$ cat src/hdl/pte_pkg.sv
// Shared types, codes and constants for the probe trigger emulator.
// Used by the front end, queue, back end and top level; depends on nothing else.
package pte_pkg;

  // Fixed field widths, 1/4096 mm units
  typedef logic signed [23:0] pos_t;
  typedef logic signed [15:0] height_t;

  localparam int CELL_W = 8;  // mesh cell address, wide enough for 15x15
  typedef logic [CELL_W-1:0] cell_t;

  // Input opcodes
  typedef enum logic [1:0] {
    OP_SET_X   = 2'd0,
    OP_SET_Y   = 2'd1,
    OP_SET_Z   = 2'd2,
    OP_MESH_WR = 2'd3
  } op_t;

  // Configuration register indexes
  typedef enum logic [1:0] {
    REG_X_OFFSET = 2'd0,
    REG_Y_OFFSET = 2'd1,
    REG_Z_TRIG   = 2'd2,
    REG_SHEET    = 2'd3
  } cfg_reg_t;

  // Work classes handed from front to back
  typedef enum logic [1:0] {
    CMD_CAL   = 2'd0,
    CMD_MESH  = 2'd1,
    CMD_WRITE = 2'd2
  } cmd_kind_t;

  typedef struct packed {
    pos_t        x_offset;
    pos_t        y_offset;
    logic [15:0] z_trig;
    logic        sheet;
  } cfg_t;

  typedef struct packed {
    cmd_kind_t kind;
    pos_t      px;
    pos_t      py;
    pos_t      pz;
    cell_t     cell_addr;
    height_t   height;
  } cmd_t;

  localparam logic [15:0] Z_TRIG_RESET = 16'd4096;

  // Bed geometry and trigger constants
  localparam int X_SPAN        = 1044480;     // 255 mm
  localparam int Y_SPAN        = 860160;      // 210 mm
  localparam int CAL_LIMIT     = 1677721600;  // (10 mm)^2 and 4 mm * 25 mm scale
  localparam int Z_SCALE       = 102400;      // 25 mm
  localparam int Z_SHEET_LIMIT = 20480;       // 5 mm
  localparam int Z_HYST        = 2048;        // 0.5 mm

  localparam int CAL_PTS = 4;
  localparam int CAL_X [CAL_PTS] = '{143360, 995328, 995328, 143360};
  localparam int CAL_Y [CAL_PTS] = '{45056, 45056, 831488, 831488};

  // Arithmetic widths for the calibration path
  localparam int DSQ_W = 50;  // square of a 25-bit difference
  localparam int D2_W  = 51;  // sum of two squares
  localparam int ZT_W  = 41;  // 24-bit Z times Z_SCALE
  localparam int SUM_W = 52;  // Z term plus squared distance

  // Built-in 7x7 bed map, row major
  localparam int MAP_CELLS = 49;
  localparam height_t DEFAULT_MAP [MAP_CELLS] = '{
    16'sd188,  16'sd320,  16'sd434,  16'sd529,  16'sd606,  16'sd666,  16'sd707,
    16'sd40,   16'sd165,  16'sd258,  16'sd319,  16'sd348,  16'sd345,  16'sd310,
    -16'sd84,  16'sd34,   16'sd110,  16'sd143,  16'sd134,  16'sd81,   -16'sd13,
    -16'sd184, -16'sd73,  -16'sd12,  16'sd0,    -16'sd38,  -16'sd126, -16'sd263,
    -16'sd261, -16'sd157, -16'sd107, -16'sd110, -16'sd166, -16'sd276, -16'sd439,
    -16'sd313, -16'sd217, -16'sd175, -16'sd186, -16'sd251, -16'sd369, -16'sd541,
    -16'sd341, -16'sd253, -16'sd216, -16'sd229, -16'sd292, -16'sd406, -16'sd570
  };

  // Reset content of a mesh cell: built-in map, zero past its end
  function automatic height_t default_height(cell_t idx);
    return (idx < CELL_W'(MAP_CELLS)) ? DEFAULT_MAP[idx[5:0]] : '0;
  endfunction

  // Clamp a 25-bit sum into the 24-bit position range
  function automatic pos_t sat_pos(logic signed [24:0] v);
    return (v[24] == v[23]) ? v[23:0] : {v[24], {23{~v[24]}}};
  endfunction

endpackage

$ cat src/hdl/pte_front.sv
// Front end: accepts input beats, keeps the axis positions, and classifies
// each item into a command for the back end. Depends on pte_pkg.
module pte_front #(
  parameter int MESH_POINTS = 7
) (
  input  logic                 clk,
  input  logic                 rst,
  input  logic                 in_valid,
  output logic                 in_ready,
  input  logic [1:0]           opcode,
  input  logic signed [23:0]   axis_value,
  input  logic [5:0]           cell_index,
  input  logic signed [15:0]   cell_height,
  input  pte_pkg::cfg_t        cfg,
  input  logic                 q_full,
  output logic                 q_push,
  output pte_pkg::cmd_t        q_cmd
);

  localparam int CW = pte_pkg::CELL_W;

  pte_pkg::op_t        op;
  logic                accept;
  logic signed [24:0]  sum_x, sum_y, sum_z;
  pte_pkg::pos_t       pos_x, pos_y, pos_z;
  pte_pkg::pos_t       pos_x_next, pos_y_next, pos_z_next;
  pte_pkg::cell_t      cell_addr;
  logic                cell_ok;
  logic                want;
  pte_pkg::cmd_kind_t  kind;

  assign in_ready = !q_full;
  assign accept   = in_valid && in_ready;
  assign op       = pte_pkg::op_t'(opcode);

  // Offset and trigger-height adjust
  assign sum_x = 25'(axis_value) + 25'(cfg.x_offset);
  assign sum_y = 25'(axis_value) + 25'(cfg.y_offset);
  assign sum_z = 25'(axis_value) - $signed({9'd0, cfg.z_trig});

  assign cell_addr = CW'(cell_index);
  assign cell_ok   = cell_addr < CW'(MESH_POINTS * MESH_POINTS);

  // New positions and command class
  always_comb begin
    pos_x_next = pos_x;
    pos_y_next = pos_y;
    pos_z_next = pos_z;
    want       = 1'b0;
    kind       = pte_pkg::CMD_CAL;
    case (op)
      pte_pkg::OP_SET_X: begin
        pos_x_next = pte_pkg::sat_pos(sum_x);
        want       = !cfg.sheet;
      end
      pte_pkg::OP_SET_Y: begin
        pos_y_next = pte_pkg::sat_pos(sum_y);
        want       = !cfg.sheet;
      end
      pte_pkg::OP_SET_Z: begin
        pos_z_next = pte_pkg::sat_pos(sum_z);
        want       = 1'b1;
        kind       = cfg.sheet ? pte_pkg::CMD_MESH : pte_pkg::CMD_CAL;
      end
      pte_pkg::OP_MESH_WR: begin
        want = cell_ok;
        kind = pte_pkg::CMD_WRITE;
      end
      default: ;
    endcase
  end

  // Position registers
  always_ff @(posedge clk) begin
    if (rst) begin
      pos_x <= '0;
      pos_y <= '0;
      pos_z <= '0;
    end else if (accept) begin
      pos_x <= pos_x_next;
      pos_y <= pos_y_next;
      pos_z <= pos_z_next;
    end
  end

  // Command toward the queue; items with nothing to do are dropped here
  assign q_push          = accept && want;
  assign q_cmd.kind      = kind;
  assign q_cmd.px        = pos_x_next;
  assign q_cmd.py        = pos_y_next;
  assign q_cmd.pz        = pos_z_next;
  assign q_cmd.cell_addr = cell_addr;
  assign q_cmd.height    = cell_height;

endmodule

$ cat config.mk
export PLATFORM = sky130hd
export DESIGN_NAME = pte_front
export DESIGN_NICKNAME = d
export VERILOG_FILES = /design/src/hdl/pte_pkg.sv /design/src/hdl/pte_front.sv
export SDC_FILE = /design/constraint.sdc
export NUM_CORES = 1
export LEC_CHECK = 0
export BUFFER_PORTS_ARGS = -buffer_cell sky130_fd_sc_hd__buf_2
export CORE_MARGIN = 8
export CORE_UTILIZATION = 25
export CTS_CLUSTER_DIAMETER = 30
export DETAILED_ROUTE_END_ITERATION = 16
export GPL_TIMING_DRIVEN = 0
export PLACE_DENSITY = 0.52
export SLEW_MARGIN = 20
export SYNTH_ARGS = -nofsm -noshare
export SYNTH_HDL_FRONTEND = slang
export SYNTH_SLANG_ARGS = --single-unit
export TNS_END_PERCENT = 50
$ cat constraint.sdc
create_clock -name clk -period 4.75 [get_ports clk]
set_input_delay 0.7125 -clock clk [delete_from_list [all_inputs] [get_ports clk]]
set_output_delay 0.7125 -clock clk [all_outputs]
set_load 0.02 [all_outputs]
==> results.toml <==
[routing]
wl_per_cell_um = 19.0
finalWirelength_um = 32800
first_pass_iters = 5
drt_iter0_markers = 554
route.antenna.remaining_nets = 0
via_count = 8970
via_per_inst = 5.18
post-route-drc-count = 0

[hold_path]
min_path_type = "reg -> reg"

[power]
p_leak_uw = 0.00420
power.density_nw_per_um2 = 263
max-vdd-ir-drop_uv = 144
p_total_uw = 2580

[timing]
post-route-period-util_pct = 98.4
min_period_ps = 4670
setup_viol = 0
hold_viol_final = 0
max_slew_margin_pct = 43.7
rsz0062_at_grt = "yes"
drv_slew = 0
setup_tns_ps = 0
fmax_ghz = 0.214
skew_ps = 0
worst_pin_slew_ps = 842

[global_routing]
antenna_found_initial = 8
gr-total-overflow = 0
grt.total_usage_pct = 16.6
grt_max_degree = 14
grt_pass1_vias = 8456
grt_pass1_wl_um = 49300

[clocking]
cts_tree = "yes"
clkTransAtPathRegs_ps = 60
cts_setup_buffers = 0
clock_path_buffers = 2
cts_buffers = 9
clk_latency_ps = 340
cts_root_buf = "clkbuf_16"
htreeDepth = 3
clkSinkCount = 72

[synth]
synth.area.mux_share_pct = 0.505
synth_xor_area_share_pct = 5.64
synthFlopType = "dfxtp_1"
synth_fa_ha_area_share_pct = 10.9
ys_seq_elements = 72
ys_warn_count = 0
ys_seq_area_share_pct = 18.2
synth_top_family_by_area = "compound AO/OA/AOI/OAI gates"
avgSynthCellArea_um2 = 7.13
async_flop_share_pct = 0
synth_cells = 1111
syn_area_um2 = 7930
synth-compound-area-share_pct = 34.8
yosys.cell_types.count = 83
synth_edf_count = 0
synth-simple-area-share_pct = 22.5

[cells_and_area]
layout_common_cells = "buf_2, nor2_1, a21oi_1"
multi_input_area_um2 = 5960
layout.nets = 1504
register_area_um2 = 1440
drive_above_1_share_pct = 23.1
area.growth.synth_to_final_pct = 23.7
n_fill_cell = 3493
fin_area_um2 = 9800
final_common_cell = "buf_2"
stdcell_count = 1731

[floorplan]
dieArea_um2 = 37700
initial_core_util_pct = 25.2
ios = 217
die_x_um = 194
die_y_um = 194
core_um2 = 31400
rows = 65

[worst_setup_path]
critical_path_arrival_ps = 3960
critPathRequiredTime_ps = 4040
worst_setup_path_start_kind = "input pin"
endpoint_kind = "primary output"
path_class = "in -> out"
critical_path_peak_fanout = 6

[place]
detailed_place_hpwl_um = 27100
place_area_um2 = 9420
numPortBuffers = 197
dp_cells = 1711
gp_congestion = 0.920

[job]
drv_cap = 0

[run_status]
status = "finished clean"
-- worst max-delay path: stages --
cell      delay [ps]
buf_2            200
inv_1            170
fa_1             480
nand2b_1         180
a21o_1           180
a31o_2           270
a211oi_4         340
o21a_2           250
xnor2_1          150
or3b_1           500
a31oi_2          310
buf_2            220
-- layer usage --
metal  vias up  share of wire [%]  wire length (um)  global-route usage [%]
met4         6                3.2              1050                    7.10
met2       286                 45             14800                    26.1
met5         -               0.12                41                       0
met1      4159                 46             15000                    21.8
li1       4465                  -                 -                       -
met3        54                5.9              1950                    3.31
-- flip-flops by register name (all words and copies together), names as in the netlist --
signal	count
pos_y	24
pos_x	24
pos_z	24
-- synthesized netlist by cell type, types with 6 or more instances --
master	instances	share of area [%]
nand2_1	95	4.5
buf_2	11	0.69
xnor2_1	34	3.8
inv_1	46	2.2
dfxtp_1	72	18
o32ai_1	7	0.77
ha_1	64	10
nor2b_1	7	0.55
a211oi_1	69	6.5
nand3b_1	9	0.85
o21a_1	17	1.6
buf_4	27	2.6
nand2b_1	23	1.8
nor2_1	166	7.9
a31oi_1	13	1.0
a311oi_1	6	0.66
clkbuf_1	34	1.6
o22ai_1	14	1.1
a21oi_1	120	7.6
a21o_1	18	1.7
xor2_1	17	1.9
o21ai_0	61	3.9
nor3_1	23	1.5
o211ai_1	10	0.95
nand3_1	16	1.0
or2_2	6	0.47
o21bai_1	6	0.57
or3_1	8	0.63
-- area by class of cell --
class | instances | share of cell area, %
multi-input cells | 918 | 60.8
flip-flops and latches | 72 | 14.7
repair buffers | 197 | 10.1
well taps | 402 | 5.13
plain buffers | 76 | 4.40
clock buffers | 9 | 2.30
inverters | 46 | 1.76
clock inverters | 6 | 0.702
diodes | 5 | 0.128
-- report_power, final --
part           total, uW  internal [uW]  switching, uW
Sequential           638            627           11.2
Clock                720            409            312
Combinational       1220            436            786
-- worst paths after layout --
kind	from	endpoint	slack (ps)	cells past startpoint
hold / removal	pos_x[21]	pos_x[21]	490	2
setup reg to reg	pos_y[12]	pos_y[12]	3820	3
setup / recovery	axis_value[1]	q_cmd[84]	80	12
hold reg to reg	pos_x[21]	pos_x[21]	490	2
-- metrics by stage --
stage               util [%]  hold slack, ps  setup slack, ps
floorplan                  -             460              625
global placement        30.0             470             -156
detailed placement      30.0             481             -126
CTS                     31.0             492             4.04
global route            31.2             499             -100
finish                  31.2             491             78.2
-- timing repair --
action                     CTS  global route
resized for setup            2            23
setup endpoints to repair    3            43
hold buffers                 0             0
pin swaps                    1             1
-- logic make-up (layout without fill, tap and decap cells) --
group                    Yosys count  after routing
multiplexers                       4              4
flip-flops                        72             72
AND/OR/NAND/NOR                  386            386
XOR/XNOR                          51             51
other                              1              7
AO/OA/AOI/OAI                    408            408
buffers and inverters            122            334
adder cells (fa/ha/maj)           67             67
Note: power is estimated with default switching activity, not from simulation.
