### src/hdl/pte_pkg.sv
// Shared types, codes and constants for the probe trigger emulator.
// Used by the front end, queue, back end and top level; depends on nothing else.
package pte_pkg;

  // Fixed field widths, 1/4096 mm units
  typedef logic signed [23:0] pos_t;
  typedef logic signed [15:0] height_t;

  localparam int CELL_W = 8;  // mesh cell address, wide enough for 15x15
  typedef logic [CELL_W-1:0] cell_t;

  // Input opcodes
  typedef enum logic [1:0] {
    OP_SET_X   = 2'd0,
    OP_SET_Y   = 2'd1,
    OP_SET_Z   = 2'd2,
    OP_MESH_WR = 2'd3
  } op_t;

  // Configuration register indexes
  typedef enum logic [1:0] {
    REG_X_OFFSET = 2'd0,
    REG_Y_OFFSET = 2'd1,
    REG_Z_TRIG   = 2'd2,
    REG_SHEET    = 2'd3
  } cfg_reg_t;

  // Work classes handed from front to back
  typedef enum logic [1:0] {
    CMD_CAL   = 2'd0,
    CMD_MESH  = 2'd1,
    CMD_WRITE = 2'd2
  } cmd_kind_t;

  typedef struct packed {
    pos_t        x_offset;
    pos_t        y_offset;
    logic [15:0] z_trig;
    logic        sheet;
  } cfg_t;

  typedef struct packed {
    cmd_kind_t kind;
    pos_t      px;
    pos_t      py;
    pos_t      pz;
    cell_t     cell_addr;
    height_t   height;
  } cmd_t;

  localparam logic [15:0] Z_TRIG_RESET = 16'd4096;

  // Bed geometry and trigger constants
  localparam int X_SPAN        = 1044480;     // 255 mm
  localparam int Y_SPAN        = 860160;      // 210 mm
  localparam int CAL_LIMIT     = 1677721600;  // (10 mm)^2 and 4 mm * 25 mm scale
  localparam int Z_SCALE       = 102400;      // 25 mm
  localparam int Z_SHEET_LIMIT = 20480;       // 5 mm
  localparam int Z_HYST        = 2048;        // 0.5 mm

  localparam int CAL_PTS = 4;
  localparam int CAL_X [CAL_PTS] = '{143360, 995328, 995328, 143360};
  localparam int CAL_Y [CAL_PTS] = '{45056, 45056, 831488, 831488};

  // Arithmetic widths for the calibration path
  localparam int DSQ_W = 50;  // square of a 25-bit difference
  localparam int D2_W  = 51;  // sum of two squares
  localparam int ZT_W  = 41;  // 24-bit Z times Z_SCALE
  localparam int SUM_W = 52;  // Z term plus squared distance

  // Built-in 7x7 bed map, row major
  localparam int MAP_CELLS = 49;
  localparam height_t DEFAULT_MAP [MAP_CELLS] = '{
    16'sd188,  16'sd320,  16'sd434,  16'sd529,  16'sd606,  16'sd666,  16'sd707,
    16'sd40,   16'sd165,  16'sd258,  16'sd319,  16'sd348,  16'sd345,  16'sd310,
    -16'sd84,  16'sd34,   16'sd110,  16'sd143,  16'sd134,  16'sd81,   -16'sd13,
    -16'sd184, -16'sd73,  -16'sd12,  16'sd0,    -16'sd38,  -16'sd126, -16'sd263,
    -16'sd261, -16'sd157, -16'sd107, -16'sd110, -16'sd166, -16'sd276, -16'sd439,
    -16'sd313, -16'sd217, -16'sd175, -16'sd186, -16'sd251, -16'sd369, -16'sd541,
    -16'sd341, -16'sd253, -16'sd216, -16'sd229, -16'sd292, -16'sd406, -16'sd570
  };

  // Reset content of a mesh cell: built-in map, zero past its end
  function automatic height_t default_height(cell_t idx);
    return (idx < CELL_W'(MAP_CELLS)) ? DEFAULT_MAP[idx[5:0]] : '0;
  endfunction

  // Clamp a 25-bit sum into the 24-bit position range
  function automatic pos_t sat_pos(logic signed [24:0] v);
    return (v[24] == v[23]) ? v[23:0] : {v[24], {23{~v[24]}}};
  endfunction

endpackage

### src/hdl/pte_fifo.sv
// Two-entry command queue between front and back end.
// Depends on pte_pkg for the command type.
module pte_fifo (
  input  logic          clk,
  input  logic          rst,
  input  logic          push,
  input  pte_pkg::cmd_t push_cmd,
  output logic          full,
  input  logic          pop,
  output logic          head_valid,
  output pte_pkg::cmd_t head
);

  localparam int DEPTH = 2;
  localparam int PTR_W = $clog2(DEPTH);
  localparam int CNT_W = $clog2(DEPTH + 1);

  pte_pkg::cmd_t     entry [DEPTH];
  logic [PTR_W-1:0]  wr_ptr, rd_ptr;
  logic [CNT_W-1:0]  count;

  assign full       = count == CNT_W'(DEPTH);
  assign head_valid = count != '0;
  assign head       = entry[rd_ptr];

  // Pointers and fill count
  always_ff @(posedge clk) begin
    if (rst) begin
      wr_ptr <= '0;
      rd_ptr <= '0;
      count  <= '0;
    end else begin
      if (push) wr_ptr <= wr_ptr + 1'b1;
      if (pop)  rd_ptr <= rd_ptr + 1'b1;
      count <= count + CNT_W'(push) - CNT_W'(pop);
    end
  end

  // Storage
  always_ff @(posedge clk) begin
    if (push) entry[wr_ptr] <= push_cmd;
  end

endmodule

### config.mk
export PLATFORM = sky130hd
export DESIGN_NAME = pte_fifo
export DESIGN_NICKNAME = d
export VERILOG_FILES = /design/src/hdl/pte_pkg.sv /design/src/hdl/pte_fifo.sv
export SDC_FILE = /design/constraint.sdc
export NUM_CORES = 1
export LEC_CHECK = 0
export BUFFER_PORTS_ARGS = -buffer_cell sky130_fd_sc_hd__buf_4
export CORE_ASPECT_RATIO = 1.4
export CORE_UTILIZATION = 52
export DETAILED_ROUTE_END_ITERATION = 12
export PLACE_DENSITY_LB_ADDON = 0.12
export SLEW_MARGIN = 20
export SYNTH_ARGS = -nofsm -noshare
export SYNTH_HDL_FRONTEND = slang
export SYNTH_SLANG_ARGS = --single-unit
### constraint.sdc
create_clock -name clk -period 6.35 [get_ports clk]
set_clock_uncertainty 0.05 [all_clocks]
set_input_delay 0.3175 -clock clk [delete_from_list [all_inputs] [get_ports clk]]
set_output_delay 0.3175 -clock clk [all_outputs]
set_load 0.005 [all_outputs]
==> results.json, run 1 <==
{
  "rrSetupSlack_ps": 4260,
  "ant_nets": 0,
  "post-place-cells": 705,
  "die_h_um": 142.8,
  "finalCritPeriodShare": 0.4615,
  "hp-start": "push",
  "max_freq_mhz": 341.2,
  "min_period_ps": 2930,
  "synthesis.nets": 430,
  "mostFrequentLayoutCell": "buf_4",
  "syn_inst": 326,
  "route.detailed.drc": 0,
  "syn_to_final_growth_pct": 43.82,
  "tightestPinTransition_ps": 1081,
  "cp-end-kind": "primary output",
  "via_count": 4042,
  "viasPerCell": 4.841,
  "ios": 202,
  "dieWidth_um": 102.6,
  "hold_buffers": 99,
  "hold_violations": 0,
  "drive_gt1_frac": 0.5131,
  "grt_pass1_vias": 4339,
  "rsz0062_at_grt": "false",
  "cap_violations": 0,
  "nets": 744,
  "postCtsSetupBuffers": 0,
  "crit_required_ps": 5980,
  "coreArea_mm2": 0.01385,
  "grt_pass1_wl_mm": 20.82,
  "final_cell_mix": "buf_4 (205), edfxtp_1 (196), dlygate4sd3_1 (99)",
  "die_area_mm2": 0.01465,
  "cts_buffer_depth": 3,
  "wirelength_mm": 14.32,
  "setup_viol": 0,
  "synth-seq-cells": 201,
  "cts_tree": "done",
  "cts_htree_levels": 1,
  "clkTransAtPathRegs_ps": 60,
  "p_leak_uw": 0.004059,
  "holdPathStages": 3,
  "grtUsageTotal": 0.1901,
  "grt_max_degree": 83,
  "gp_congestion": 0.7490,
  "start_util": 0.5318,
  "clkSinkCount": 201,
  "avgSynthCellArea_um2": 22.59,
  "drtIter0Drc": 178,
  "worstPathArrival_ps": 2560,
  "finalPower_uw": 2970,
  "setup.worst_path.class": "reg2out",
  "overflow": 0,
  "holdCritPathClass": "in2reg",
  "r2r-end": "entry[1][67]$_DFFE_PP_",
  "rows": 51,
  "ys_seq_area_frac": 0.8129,
  "ir_drop_v": 0.0002406,
  "stdcell_count": 835,
  "startpoint_type": "register",
  "cp_max_fo": 71,
  "max_slew_margin": 0.2796,
  "synth_area_mm2": 0.007363,
  "antenna_found_initial": 0,
  "wl_per_cell_um": 17.15,
  "clk_latency_ps": 470,
  "drv_slew": 0,
  "root_buffer": "clkbuf_16",
  "r2r_cells": 2,
  "hold_end": "wr_ptr$_SDFFE_PP0P_",
  "yosys.cell_types.count": 14,
  "powerDensity_mw_per_mm2": 280.4,
  "cts-resized-gates": 0,
  "worstReg2RegStart": "wr_ptr$_SDFFE_PP0P_",
  "outcome": "finished clean",
  "dpl.hpwl_mm": 8.663,
  "fin_tns_setup_ps": 0,
  "first_pass_iters": 4,
  "yosysWarnings": 0,
  "io_buffers": 201,
  "cts_buffers": 19
}
layout make-up:
type / instances / area, µm²
Antenna cell: 1 / 2.502
Clock buffer: 21 / 483.0
Clock inverter: 9 / 46.29
Fill cell: 828 / 3257
Inverter: 2 / 7.507
Multi-Input combinational cell: 112 / 1300
Sequential cell: 201 / 5989
Tap cell: 185 / 231.5
Timing Repair Buffer: 304 / 2530
metal layers:
metal,GRT usage,up-vias,part of all wire
li1,-,1904,-
met1,0.2178,1964,0.38
met2,0.3361,142,0.52
met3,0.04650,32,0.069
met4,0.07594,0,0.029
met5,0,-,0
report_power, final:
group          switching (µW)  internal [µW]
clock network             444            546
logic                     151            252
registers                27.1           1550
stage by stage:
step	area [µm²]	utilization	hold slack, ps	worst slack, ps
final	10590	0.7648	70.19	3420
after global routing	10590	0.7646	71.46	3289
after CTS	10590	0.7646	61.16	3379
after detailed placement	9067	0.6548	455.0	3879
after global placement	9067	0.6548	452.7	3916
after floorplan	7363	-	339.1	1066
registers in the layout, indices dropped and copies added, names as in the netlist, named ones only:
name / cells
entry: 196
count: 2
wr_ptr: 1
rd_ptr: 1
cells in the mapped netlist:
cell | instances | area [µm²]
nor2b_1 | 3 | 18.77
and2_1 | 1 | 6.260
or2_2 | 1 | 6.260
buf_6 | 4 | 45.04
nor2_1 | 4 | 15.01
xnor3_1 | 1 | 22.52
dfxtp_1 | 5 | 100.1
ha_1 | 2 | 25.02
mux2_4 | 20 | 300.3
buf_2 | 7 | 35.03
mux2_2 | 78 | 878.3
inv_1 | 2 | 7.510
edfxtp_1 | 196 | 5886
xnor2_1 | 2 | 17.52
worst max-delay path, cell delays in order (launching register included):
cell and delay [ps]:
dfxtp_4 600, buf_4 850, mux2_2 430, buf_4 140
kinds of logic after synthesis:
logic type / synth area share
xor gates and xnor gates: 0.005438
adders and majority gates: 0.003398
buffers and inverters: 0.01189
DFF: 0.8129
muxes: 0.1601
and+or+nand+nor: 0.006288
how the worst max path moves through the flow:
stage | end | slack (ps)
4_1_cts | head[7] | 3380
6_report | head[46] | 3420
5_1_grt | head[51] | 3290
2_1_floorplan | entry[0][0]$_DFFE_PP_ | 1070
3_5_place_dp | head[7] | 3880
3_3_place_gp | head[7] | 3920
No activity file was read; power rests on OpenSTA's default activity.
==> run 2, diff against run 1 <==
- CORE_UTILIZATION: 52 -> 47
- clock period: 6.35 -> 2.45 ns (I/O delays scaled with it)
==> run 2 against run 1 <==
Compared with the run above: flip-flop and latch count stayed put; critical path type unchanged; wire length decreased by 1.2%; largest cell class unchanged; clock power grew to 2.7 times the previous value; sequential power rose to 2.6 times the previous value; highest routed layer unchanged; first-iteration DRC count shrank 13%; final area is 1.2% higher; via count grew 0.89%; clock-buffer cell count unchanged; setup slack got worse by 3000 ps; critical path depth did not move; largest power group unchanged; core utilization fell by 5.9 points.
==> results.json, run 2 (synthesis gave the netlist of run 1 again) <==
{
  "viasPerCell": 4.815,
  "grt_pass1_wl_mm": 20.96,
  "cap_violations": 0,
  "dpl_worst_slack_ps": 868.4,
  "root_buffer": "clkbuf_16",
  "drive_gt1_frac": 0.5099,
  "largestRegisters": "entry (196), count (2)",
  "gp_congestion": 0.7419,
  "cts-resized-gates": 0,
  "worstPathArrival_ps": 1880,
  "finalCritPeriodShare": 0.8388,
  "min_period_ps": 2055,
  "coreArea_mm2": 0.01519,
  "setup_viol": 0,
  "die_h_um": 150.1,
  "holdCritPathClass": "in2reg",
  "antenna_found_initial": 0,
  "clkTransAtPathRegs_ps": 70,
  "start_util": 0.4849,
  "max_slew_margin": 0.5974,
  "tightestPinTransition_ps": 603.9,
  "ios": 202,
  "p_int_uw": 6203,
  "final_cell_mix": "buf_4 (203), edfxtp_1 (196), dlygate4sd3_1 (102)",
  "mostFrequentLayoutCell": "buf_4",
  "hold_violations": 0,
  "dieWidth_um": 107.8,
  "first_pass_iters": 4,
  "drv_slew": 0,
  "fin_tns_setup_ps": 0,
  "ir_drop_v": 0.0007390,
  "regArea_mm2": 0.005989,
  "largest_register_ffs": 196,
  "p_sw_uw": 1600,
  "drtIter0Drc": 155,
  "setup.worst_path.class": "reg2out",
  "post-place-cells": 714,
  "cp_max_fo": 41,
  "overflow": 0,
  "setup_ws_ps": 395.0,
  "power_frac_seq": 0.523,
  "diodes": 0,
  "nFillCells": 985,
  "cts_buffers": 19,
  "finalInstanceArea_mm2": 0.01072,
  "wl_per_cell_um": 16.70,
  "rows": 53,
  "cts_tree": "done",
  "powerDensity_mw_per_mm2": 728.1,
  "io_buffers": 201,
  "clk_latency_ps": 480,
  "grt_max_degree": 55,
  "rsz0062_at_grt": "false",
  "holdWs_ps": 317.5,
  "multiInputGateArea_mm2": 0.001300,
  "power_frac_comb": 0.137,
  "route.detailed.drc": 0,
  "die_area_mm2": 0.01618,
  "stdcell_count": 847,
  "cp-end-kind": "primary output",
  "dpl_cell_area_mm2": 0.009141,
  "ant_nets": 0,
  "nets": 749,
  "p_leak_uw": 0.004103,
  "p_sw_frac": 0.2051,
  "via_count": 4078,
  "cts_htree_levels": 1,
  "dpl.hpwl_mm": 8.558,
  "max_freq_mhz": 486.6,
  "crit_required_ps": 2280,
  "clkSinkCount": 201,
  "startpoint_type": "register",
  "outcome": "finished clean",
  "grtUsageTotal": 0.1731,
  "clkPwrFrac": 0.340,
  "wirelength_mm": 14.15,
  "grt_pass1_vias": 4471,
  "cts_buffer_depth": 3,
  "regMostFlops": "entry",
  "syn_to_final_growth_pct": 45.56
}
## run 2: through the flow
stage,utilization,total power [µW]
2_1_floorplan,-,4571
3_3_place_gp,0.6020,5079
3_5_place_dp,0.6020,5098
4_1_cts,0.7058,7878
5_1_grt,0.7058,8094
6_report,0.7058,7803
## run 2: power by group through the flow
stage	registers [µW]	logic (µW)	clock network, µW
after global placement	4150	932	0
final	4080	1070	2650
after CTS	4090	1080	2710
after global routing	4100	1150	2840
after detailed placement	4160	939	0
after floorplan	4130	444	0
## run 2: layout make-up
cell class                      count  area share
Timing Repair Buffer              309      0.2449
Inverter                            2   0.0007004
Clock buffer                       21     0.04506
Multi-Input combinational cell    112      0.1213
Clock inverter                     10    0.006771
Sequential cell                   201      0.5588
Tap cell                          192     0.02241
## run 2: worst paths after layout
check                 startpoint                     end  slack, ps  depth (start not counted)
max reg2reg  wr_ptr$_SDFFE_PP0P_  entry[1][11]$_DFFE_PP_        870                          2
max                     register                head[97]        400                          3
min                 push_cmd[38]  entry[0][38]$_DFFE_PP_        320                          2
min reg2reg  rd_ptr$_SDFFE_PP0P_     rd_ptr$_SDFFE_PP0P_        470                          2
## run 2: timing repair
item / 4_1_cts / 5_1_grt
buffers inserted: 0 / 0
hold buffers: 102 / 0
setup endpoints to repair: 0 / 0
endpoints found under the hold margin: 201 / 0
## run 2: worst max-delay path, cell delays in order, from the launching register on
cell and delay (ps):
dfxtp_4 570, buf_12 300, mux2_2 380, buf_4 140
## run 2: metal layers
layer / vias to the layer above / wire length (µm) / GRT usage
met5: - / 0 / 0
met3: 30 / 981 / 0.04675
met1: 1973 / 4927 / 0.1667
met2: 153 / 7849 / 0.3388
li1: 1922 / - / -
met4: 0 / 391 / 0.06986
